==> src/hw/rtl/zcdp_pkg.sv <==
package zcdp_pkg;

  localparam int unsigned HdrBytes   = 46;
  localparam int unsigned HdrIdxW    = 6;
  localparam int unsigned PosInEntW  = 18;
  localparam logic [31:0] CdSignature = 32'h0201_4b50;
  localparam logic [31:0] EocdSignature = 32'h0605_4b50;
  localparam logic [31:0] Zip64Mark   = 32'hFFFF_FFFF;
  localparam logic [7:0]  SlashChar   = 8'h2F;
  localparam int unsigned EncryptBit  = 0;

  localparam int unsigned AddrW = 4;

  typedef enum logic [1:0] {
    REG_ARCHIVE_SIZE = 2'd0,
    REG_DIR_OFFSET   = 2'd1,
    REG_ENTRY_LIMIT  = 2'd2,
    REG_NONE         = 2'd3
  } reg_idx_t;

  typedef enum logic [1:0] {
    ST_OK     = 2'd0,
    ST_BOUNDS = 2'd1,
    ST_ZIP64  = 2'd2,
    ST_CRYPT  = 2'd3
  } status_t;

  typedef struct packed {
    logic [31:0] archive_size;
    logic [31:0] directory_offset;
    logic [15:0] entry_limit;
    logic        rearm;
  } cfg_t;

  typedef struct packed {
    status_t     status;
    logic [15:0] method;
    logic [31:0] crc_value;
    logic [31:0] packed_size;
    logic [31:0] plain_size;
    logic [31:0] header_offset;
    logic [15:0] name_length;
    logic        is_directory;
    logic [15:0] entry_index;
    logic        last;
  } rec_t;

endpackage

==> src/hw/rtl/zip_central_directory_parser_top.sv <==
// ZIP central directory parser.
// Input channel (in_valid/in_ready/in_byte_in): directory bytes in archive
// order, the first at the configured directory offset. One byte per transfer.
// Result channel (out_*): one record per entry, sent on the entry's final
// byte, or one error record after which the parser halts.
// APB port: archive size at 0x0, directory offset at 0x4, entry limit at 0x8.
// Writing the directory offset restarts parsing at that edge; write registers
// only while idle. Throughput: one byte per cycle. Latency: a record is valid
// in the cycle after the transfer of the byte that completes it.
// A single output register holds the record; while it is full and out_ready
// is low, in_ready drops, and it rises again in the cycle the record leaves.
// After halt or once the entry limit is reached, bytes are taken and dropped.
// Reset (rst_n low, synchronous) clears the control and valid registers; an
// entry limit of zero means the parser starts out done until configured.
module zip_central_directory_parser_top (
  input  logic                       clk,
  input  logic                       rst_n,
  input  logic                       psel,
  input  logic                       penable,
  input  logic                       pwrite,
  input  logic [zcdp_pkg::AddrW-1:0] paddr,
  input  logic [31:0]                pwdata,
  output logic [31:0]                prdata,
  output logic                       pready,
  input  logic                       in_valid,
  output logic                       in_ready,
  input  logic [7:0]                 in_byte_in,
  output logic                       out_valid,
  input  logic                       out_ready,
  output logic [1:0]                 out_status,
  output logic [15:0]                out_method,
  output logic [31:0]                out_crc_value,
  output logic [31:0]                out_packed_size,
  output logic [31:0]                out_plain_size,
  output logic [31:0]                out_header_offset,
  output logic [15:0]                out_name_length,
  output logic                       out_is_directory,
  output logic [15:0]                out_entry_index,
  output logic                       out_last
);
  import zcdp_pkg::*;

  cfg_t cfg;
  rec_t rec;
  rec_t rec_q;
  logic emit;
  logic can_take;

  zcdp_cfg_regs u_cfg (
    .clk     (clk),
    .rst_n   (rst_n),
    .psel    (psel),
    .penable (penable),
    .pwrite  (pwrite),
    .paddr   (paddr),
    .pwdata  (pwdata),
    .prdata  (prdata),
    .pready  (pready),
    .cfg     (cfg)
  );

  zcdp_entry_parser u_parser (
    .clk     (clk),
    .rst_n   (rst_n),
    .cfg     (cfg),
    .step_en (in_valid && can_take),
    .byte_in (in_byte_in),
    .emit    (emit),
    .rec     (rec)
  );

  zcdp_out_reg u_out (
    .clk      (clk),
    .rst_n    (rst_n),
    .load     (emit),
    .rec_in   (rec),
    .can_take (can_take),
    .valid    (out_valid),
    .ready    (out_ready),
    .rec_out  (rec_q)
  );

  assign in_ready          = can_take;
  assign out_status        = rec_q.status;
  assign out_method        = rec_q.method;
  assign out_crc_value     = rec_q.crc_value;
  assign out_packed_size   = rec_q.packed_size;
  assign out_plain_size    = rec_q.plain_size;
  assign out_header_offset = rec_q.header_offset;
  assign out_name_length   = rec_q.name_length;
  assign out_is_directory  = rec_q.is_directory;
  assign out_entry_index   = rec_q.entry_index;
  assign out_last          = rec_q.last;

endmodule

==> src/hw/rtl/zcdp_cfg_regs.sv <==
module zcdp_cfg_regs (
  input  logic                       clk,
  input  logic                       rst_n,
  input  logic                       psel,
  input  logic                       penable,
  input  logic                       pwrite,
  input  logic [zcdp_pkg::AddrW-1:0] paddr,
  input  logic [31:0]                pwdata,
  output logic [31:0]                prdata,
  output logic                       pready,
  output zcdp_pkg::cfg_t             cfg
);
  import zcdp_pkg::*;

  logic [31:0] archive_size_r;
  logic [31:0] dir_offset_r;
  logic [15:0] entry_limit_r;
  logic        rearm;
  logic        wr_en;
  reg_idx_t    idx;

  assign idx    = reg_idx_t'(paddr[AddrW-1:2]);
  assign wr_en  = psel && penable && pwrite;
  assign pready = 1'b1;
  assign rearm  = wr_en && (idx == REG_DIR_OFFSET);

  always_ff @(posedge clk) begin
    if (!rst_n) begin
      archive_size_r <= '0;
      dir_offset_r   <= '0;
      entry_limit_r  <= '0;
    end else begin
      if (wr_en) begin
        unique case (idx)
          REG_ARCHIVE_SIZE: archive_size_r <= pwdata;
          REG_DIR_OFFSET:   dir_offset_r   <= pwdata;
          REG_ENTRY_LIMIT:  entry_limit_r  <= pwdata[15:0];
          default: ;
        endcase
      end
    end
  end

  always_comb begin
    unique case (idx)
      REG_ARCHIVE_SIZE: prdata = archive_size_r;
      REG_DIR_OFFSET:   prdata = dir_offset_r;
      REG_ENTRY_LIMIT:  prdata = {16'h0, entry_limit_r};
      default:          prdata = '0;
    endcase
  end

  assign cfg.archive_size     = archive_size_r;
  assign cfg.directory_offset = rearm ? pwdata : dir_offset_r;
  assign cfg.entry_limit      = entry_limit_r;
  assign cfg.rearm            = rearm;

endmodule

==> src/hw/rtl/zcdp_entry_parser.sv <==
module zcdp_entry_parser (
  input  logic            clk,
  input  logic            rst_n,
  input  zcdp_pkg::cfg_t  cfg,
  input  logic            step_en,
  input  logic [7:0]      byte_in,
  output logic            emit,
  output zcdp_pkg::rec_t  rec
);
  import zcdp_pkg::*;

  logic [31:0]          pos_r;
  logic [31:0]          start_r;
  logic [PosInEntW-1:0] k_r;
  logic [PosInEntW-1:0] total_r;
  logic [PosInEntW-1:0] total_nxt;
  logic [15:0]          done_cnt_r;
  logic                 halted_r;
  logic [7:0]           prev_r;
  logic [7:0]           prev_nxt;
  logic [7:0]           store_r [HdrBytes];

  logic                 active;
  logic                 step;
  logic                 in_hdr;
  logic                 at_hdr_end;
  logic                 past_hdr;
  logic [7:0]           b45;
  logic [31:0]          sig;
  logic [31:0]          packed_sz;
  logic [31:0]          plain_sz;
  logic [31:0]          hoff;
  logic [15:0]          name_len;
  logic [15:0]          extra_len;
  logic [15:0]          cmt_len;
  logic [32:0]          hdr_end;
  logic [32:0]          ent_end;
  logic                 err;
  status_t              err_code;
  logic                 name_end;
  logic                 entry_end;
  logic                 last_ok;

  assign active     = !halted_r && (done_cnt_r < cfg.entry_limit);
  assign step       = step_en && active;
  assign in_hdr     = k_r < PosInEntW'(HdrBytes);
  assign at_hdr_end = k_r == PosInEntW'(HdrBytes - 1);
  assign past_hdr   = k_r >= PosInEntW'(HdrBytes - 1);

  assign b45       = at_hdr_end ? byte_in : store_r[HdrBytes-1];
  assign sig       = {store_r[3], store_r[2], store_r[1], store_r[0]};
  assign packed_sz = {store_r[23], store_r[22], store_r[21], store_r[20]};
  assign plain_sz  = {store_r[27], store_r[26], store_r[25], store_r[24]};
  assign hoff      = {b45, store_r[44], store_r[43], store_r[42]};
  assign name_len  = {store_r[29], store_r[28]};
  assign extra_len = {store_r[31], store_r[30]};
  assign cmt_len   = {store_r[33], store_r[32]};

  assign total_nxt = PosInEntW'(HdrBytes) + PosInEntW'(name_len) + PosInEntW'(extra_len)
                     + PosInEntW'(cmt_len);

  assign hdr_end = {1'b0, start_r} + 33'(HdrBytes);
  assign ent_end = {1'b0, start_r} + 33'(total_r);

  always_comb begin
    err      = 1'b0;
    err_code = ST_OK;
    if (at_hdr_end) begin
      priority if (hdr_end > {1'b0, cfg.archive_size} || sig != CdSignature) begin
        err      = 1'b1;
        err_code = ST_BOUNDS;
      end else if (packed_sz == Zip64Mark || plain_sz == Zip64Mark || hoff == Zip64Mark) begin
        err      = 1'b1;
        err_code = ST_ZIP64;
      end else if (store_r[8][EncryptBit]) begin
        err      = 1'b1;
        err_code = ST_CRYPT;
      end else if (ent_end > {1'b0, cfg.archive_size}) begin
        err      = 1'b1;
        err_code = ST_BOUNDS;
      end else begin
        err      = 1'b0;
        err_code = ST_OK;
      end
    end
  end

  assign name_end  = (name_len != 16'h0) &&
                     (k_r == PosInEntW'(HdrBytes - 1) + PosInEntW'(name_len));
  assign prev_nxt  = name_end ? byte_in : prev_r;
  assign entry_end = ({1'b0, k_r} + 1'b1) >= {1'b0, total_r};
  assign last_ok   = ({1'b0, done_cnt_r} + 1'b1) >= {1'b0, cfg.entry_limit};

  assign emit = step && past_hdr && (err || entry_end);

  always_comb begin
    rec             = '0;
    rec.entry_index = done_cnt_r;
    if (err) begin
      rec.status = err_code;
      rec.last   = 1'b1;
    end else begin
      rec.status        = ST_OK;
      rec.method        = {store_r[11], store_r[10]};
      rec.crc_value     = {store_r[19], store_r[18], store_r[17], store_r[16]};
      rec.packed_size   = packed_sz;
      rec.plain_size    = plain_sz;
      rec.header_offset = hoff;
      rec.name_length   = name_len;
      rec.is_directory  = (name_len != 16'h0) && (prev_nxt == SlashChar);
      rec.last          = last_ok;
    end
  end

  // header bytes, entry length and start position: no reset, every field is written before it is used
  always_ff @(posedge clk) begin
    if (step && in_hdr) begin
      store_r[k_r[HdrIdxW-1:0]] <= byte_in;
    end
    total_r <= total_nxt;
    if (step && k_r == '0) begin
      start_r <= pos_r;
    end
  end

  always_ff @(posedge clk) begin
    if (!rst_n) begin
      pos_r      <= '0;
      k_r        <= '0;
      done_cnt_r <= '0;
      halted_r   <= 1'b0;
      prev_r     <= '0;
    end else if (cfg.rearm) begin
      pos_r      <= cfg.directory_offset;
      k_r        <= '0;
      done_cnt_r <= '0;
      halted_r   <= 1'b0;
      prev_r     <= '0;
    end else if (step) begin
      pos_r <= pos_r + 32'd1;
      priority if (!past_hdr) begin
        k_r <= k_r + 1'b1;
      end else if (err) begin
        halted_r <= 1'b1;
      end else if (!entry_end) begin
        k_r    <= k_r + 1'b1;
        prev_r <= prev_nxt;
      end else begin
        k_r        <= '0;
        prev_r     <= '0;
        done_cnt_r <= done_cnt_r + 16'd1;
      end
    end
  end

endmodule

==> src/hw/rtl/zcdp_out_reg.sv <==
module zcdp_out_reg (
  input  logic            clk,
  input  logic            rst_n,
  input  logic            load,
  input  zcdp_pkg::rec_t  rec_in,
  output logic            can_take,
  output logic            valid,
  input  logic            ready,
  output zcdp_pkg::rec_t  rec_out
);
  import zcdp_pkg::*;

  logic valid_r;
  rec_t rec_r;

  assign can_take = !valid_r || ready;

  always_ff @(posedge clk) begin
    if (!rst_n) begin
      valid_r <= 1'b0;
    end else if (can_take) begin
      valid_r <= load;
    end
  end

  always_ff @(posedge clk) begin
    if (can_take && load) begin
      rec_r <= rec_in;
    end
  end

  assign valid   = valid_r;
  assign rec_out = rec_r;

endmodule
==> config.mk <==
export PLATFORM = sky130hd
export DESIGN_NAME = zip_central_directory_parser_top
export DESIGN_NICKNAME = d
export VERILOG_FILES = /design/src/hw/rtl/zcdp_pkg.sv /design/src/hw/rtl/zip_central_directory_parser_top.sv /design/src/hw/rtl/zcdp_cfg_regs.sv /design/src/hw/rtl/zcdp_entry_parser.sv /design/src/hw/rtl/zcdp_out_reg.sv
export SDC_FILE = /design/constraint.sdc
export NUM_CORES = 1
export LEC_CHECK = 0
export ABC_AREA = 1
export ABC_CLOCK_PERIOD_IN_PS = 19220
export BUFFER_PORTS_ARGS = -buffer_cell sky130_fd_sc_hd__buf_2
export CAP_MARGIN = 20
export CORE_MARGIN = 2
export CORE_UTILIZATION = 55
export DETAILED_ROUTE_END_ITERATION = 6
export PLACE_DENSITY = 0.74
export SETUP_SLACK_MARGIN = 0.02
export SLEW_MARGIN = 25
export SYNTH_ARGS = -nofsm -noshare
export SYNTH_HDL_FRONTEND = slang
export SYNTH_HIERARCHICAL = 1
export SYNTH_SLANG_ARGS = --single-unit
==> constraint.sdc <==
create_clock -name clk -period 19.22 [get_ports clk]
set_clock_uncertainty 0.15 [all_clocks]
set_input_delay 2.883 -clock clk [delete_from_list [all_inputs] [get_ports clk]]
set_output_delay 2.883 -clock clk [all_outputs]
set_load 0.005 [all_outputs]
==> impl_metrics.toml <==
[cells_and_area]
final_layout_size_suffix_gt1_share_pct = 11.9
fill_cells = 4510
final_nets = 3779
syn2layout_area_growth_pct = 12.7
multiInputGateArea_sq_mm = 0.0117
regArea_sq_mm = 0.0166

[floorplan]
die_w_microns = 240
rows = 86
dieArea_sq_mm = 0.0578
coreArea_sq_mm = 0.0552
die_h_microns = 240
start_util_pct = 55.6
num_io_pins = 266

[sta]
fmax_mhz = 126
whs_ps = 310
finalCritPeriodShare_pct = 41.4
slew_headroom_pct = 31.9
tightest_slew_ps = 1020
slew_violations = 0
tns_ps = 0
fin_crit_ps = 7960
final-setup-viol-count = 0
rsz0062_at_grt = "false"
hold_viol = 0

[yosys]
syn_area_sq_mm = 0.0307
synth_most_common_cell = "nand2_1"
synth_cells = 3289
synth_cell_types = 55
synth-async-reset-ratio_pct = 0
synthTopCellsByArea = "edfxtp_1 43%, dfxtp_1 11%, nand2_1 7.3%, ha_1 7.0%, inv_1 6.1%"
synth_nets = 3529
ys_warn_count = 6
synth_common_cells = "601 x nand2_1, 501 x inv_1, 470 x nor2_1"
synth_edf_count = 437
seq_area_frac_synth_pct = 54.1
synth_area_per_cell_sq_um = 9.34
ys.flop_type = "edfxtp_1"
synth_area_leader_cell = "edfxtp_1"
ys_seq_elements = 611
netlist.area_leader.share_pct = 42.7

[clocking]
cts_buffers = 59
cts_root_buf = "clkbuf_16"
cts_hold_repair.buffers = 0
insertion_delay_ps = 630
cts_tree = "built"
clk_pin_slew_ps = 60
cts_setup_buffers = 0
cts_buffer_depth = 3
clock-sinks = 611
htree_num_levels = 2
cts_resized = 0

[critical_path]
worst-path-buf-inv = 5
slowest_stage = "clkinv_2"
cp.required_ps = 16190
cp_max_fo = 64
cpPeakStageDelay_ps = 820
cp-end-kind = "primary output"
start_kind = "input port"
arrival_ps = 4930
critical_path_class = "in -> out"
crit_family = "buffers and inverters"
cpMostUsedCell = "buf_2"
crit_chain = "buf_2 -> inv_1 -> nand2_2 -> buf_4 -> clkinv_2 -> a22o_1 -> buf_2"

[global_route]
grt_usage_pct = 25.9
grt_pass1_wl_microns = 117000
grt_pass1_vias = 21500
grt_max_degree = 88
grt_remaining_overflow = 0
antenna_found_initial = 1

[drt]
firstDrtPassIters = 5
drtIter0Drc = 2089
vias_per_cell = 5.32
wirelength_microns = 74700
ant_nets = 0
drc = 0
avgRoutedWirePerCell_microns = 17.2
vias = 23100

[place]
portBuffers = 262
place_congestion = 0.988
hpwlAfterDp_microns = 52700

[power]
ir_worst_vdd_uv = 74.8
powerDensity_mw_per_mm2 = 82.0
leakage_nw = 14.9
totalPowerFinal_mw = 2.84

[status]
outcome = "finished, final reports clean"

[hold_path]
hp-class = "reg -> reg"

[flow_run]
max_cap_violations = 0
==> placed cells by master, fill, tap and decap left out, drive strengths merged, types with 5 or more instances in the layout <==
cell,instances
nor2,474
a22oi,10
bufinv,5
nand4,69
fa,18
nor3,41
xor2,105
a21oi,128
buf,286
nor4,35
a22o,15
nand3b,11
o21bai,35
inv,508
clkinvlp,5
nand3,194
ha,171
dfxtp,174
edfxtp,437
nand2,617
clkinv,30
o21ai,47
xnor2,35
a31oi,30
clkbuf,72
or2,5
==> per-stage QoR <==
step / std cells / setup WS (ps) / area (sq um) / utilization, %
after floorplan: 3289 / 5230 / 30700 / -
after CTS: 4336 / 11380 / 34600 / 62.7
after detailed placement: 4226 / 11420 / 32700 / 59.2
after global routing: 4337 / 10490 / 34600 / 62.7
final: 4337 / 11260 / 34600 / 62.7
after global placement: 4226 / 11460 / 32700 / 59.2
==> path summary, 6_finish.rpt <==
check | startpoint | end | slack, ps | cells past startpoint
setup / recovery | paddr[3] | prdata[21] | 11260 | 7
hold / removal | u_parser/halted_r | u_parser/halted_r | 310 | 2
setup reg to reg | u_parser/start_r[1] | u_out/rec_out[27] | 11300 | 31
hold reg to reg | u_parser/halted_r | u_parser/halted_r | 310 | 2
==> layer usage <==
metal,GRT usage [%],share of wire (%),vias to the layer above
met2,41.8,46,752
met4,7.83,2.6,0
met1,36.7,44,10900
met5,0,0,-
met3,3.38,6.5,116
li1,-,-,11300
==> power breakdown <==
part	leakage, nW	internal [mW]	switching [mW]
Clock	0.943	0.654	0.503
Combinational	8.50	0.0721	0.155
Sequential	5.41	1.43	0.0227
==> flip-flops by register name (all words and copies together), names as in the netlist <==
| register | flops |
|---|---|
| u_parser/start_r | 32 |
| u_parser/pos_r | 32 |
| u_out/valid | 1 |
| u_cfg/entry_limit_r | 16 |
| u_parser/store_r | 225 |
| u_parser/halted_r | 1 |
| u_cfg/archive_size_r | 32 |
| u_parser/prev_r | 8 |
| u_parser/k_r | 18 |
| u_cfg/dir_offset_r | 32 |
| u_out/rec_out | 180 |
| u_parser/done_cnt_r | 16 |
| u_parser/total_r | 18 |
==> final cells by class <==
| type | count | share of cell area [%] |
|---|---|---|
| timing repair buffer | 286 | 4.31 |
| antenna | 1 | 0.00723 |
| clock inverter | 38 | 1.09 |
| inverter | 510 | 5.54 |
| multi-input combinational | 2071 | 33.9 |
| sequential | 611 | 48.0 |
| clock buffer | 72 | 4.55 |
| tap | 748 | 2.70 |
==> kinds of logic (layout without fill, tap and decap cells) <==
logic type / count (synthesis) / in the layout / synth area share [%]
AOI/OAI and AO/OA: 284 / 284 / 5.61
xor gates and xnor gates: 141 / 141 / 4.07
adders and majority gates: 189 / 189 / 8.14
buffers and inverters: 607 / 906 / 7.86
DFF: 611 / 611 / 54.1
other: 1 / 2 / 0.0122
and+or+nand+nor: 1456 / 1456 / 20.2
==> worst reg2reg max path, delay by kind of cell (launching register included) <==
kind / cells / cell delay (ps)
DFF: 1 / 400
AOI/OAI and AO/OA: 4 / 700
and+or+nand+nor: 15 / 2660
xor gates and xnor gates: 1 / 210
adders and majority gates: 2 / 520
buffers and inverters: 9 / 2830
Note: power is estimated with default switching activity, not from simulation.
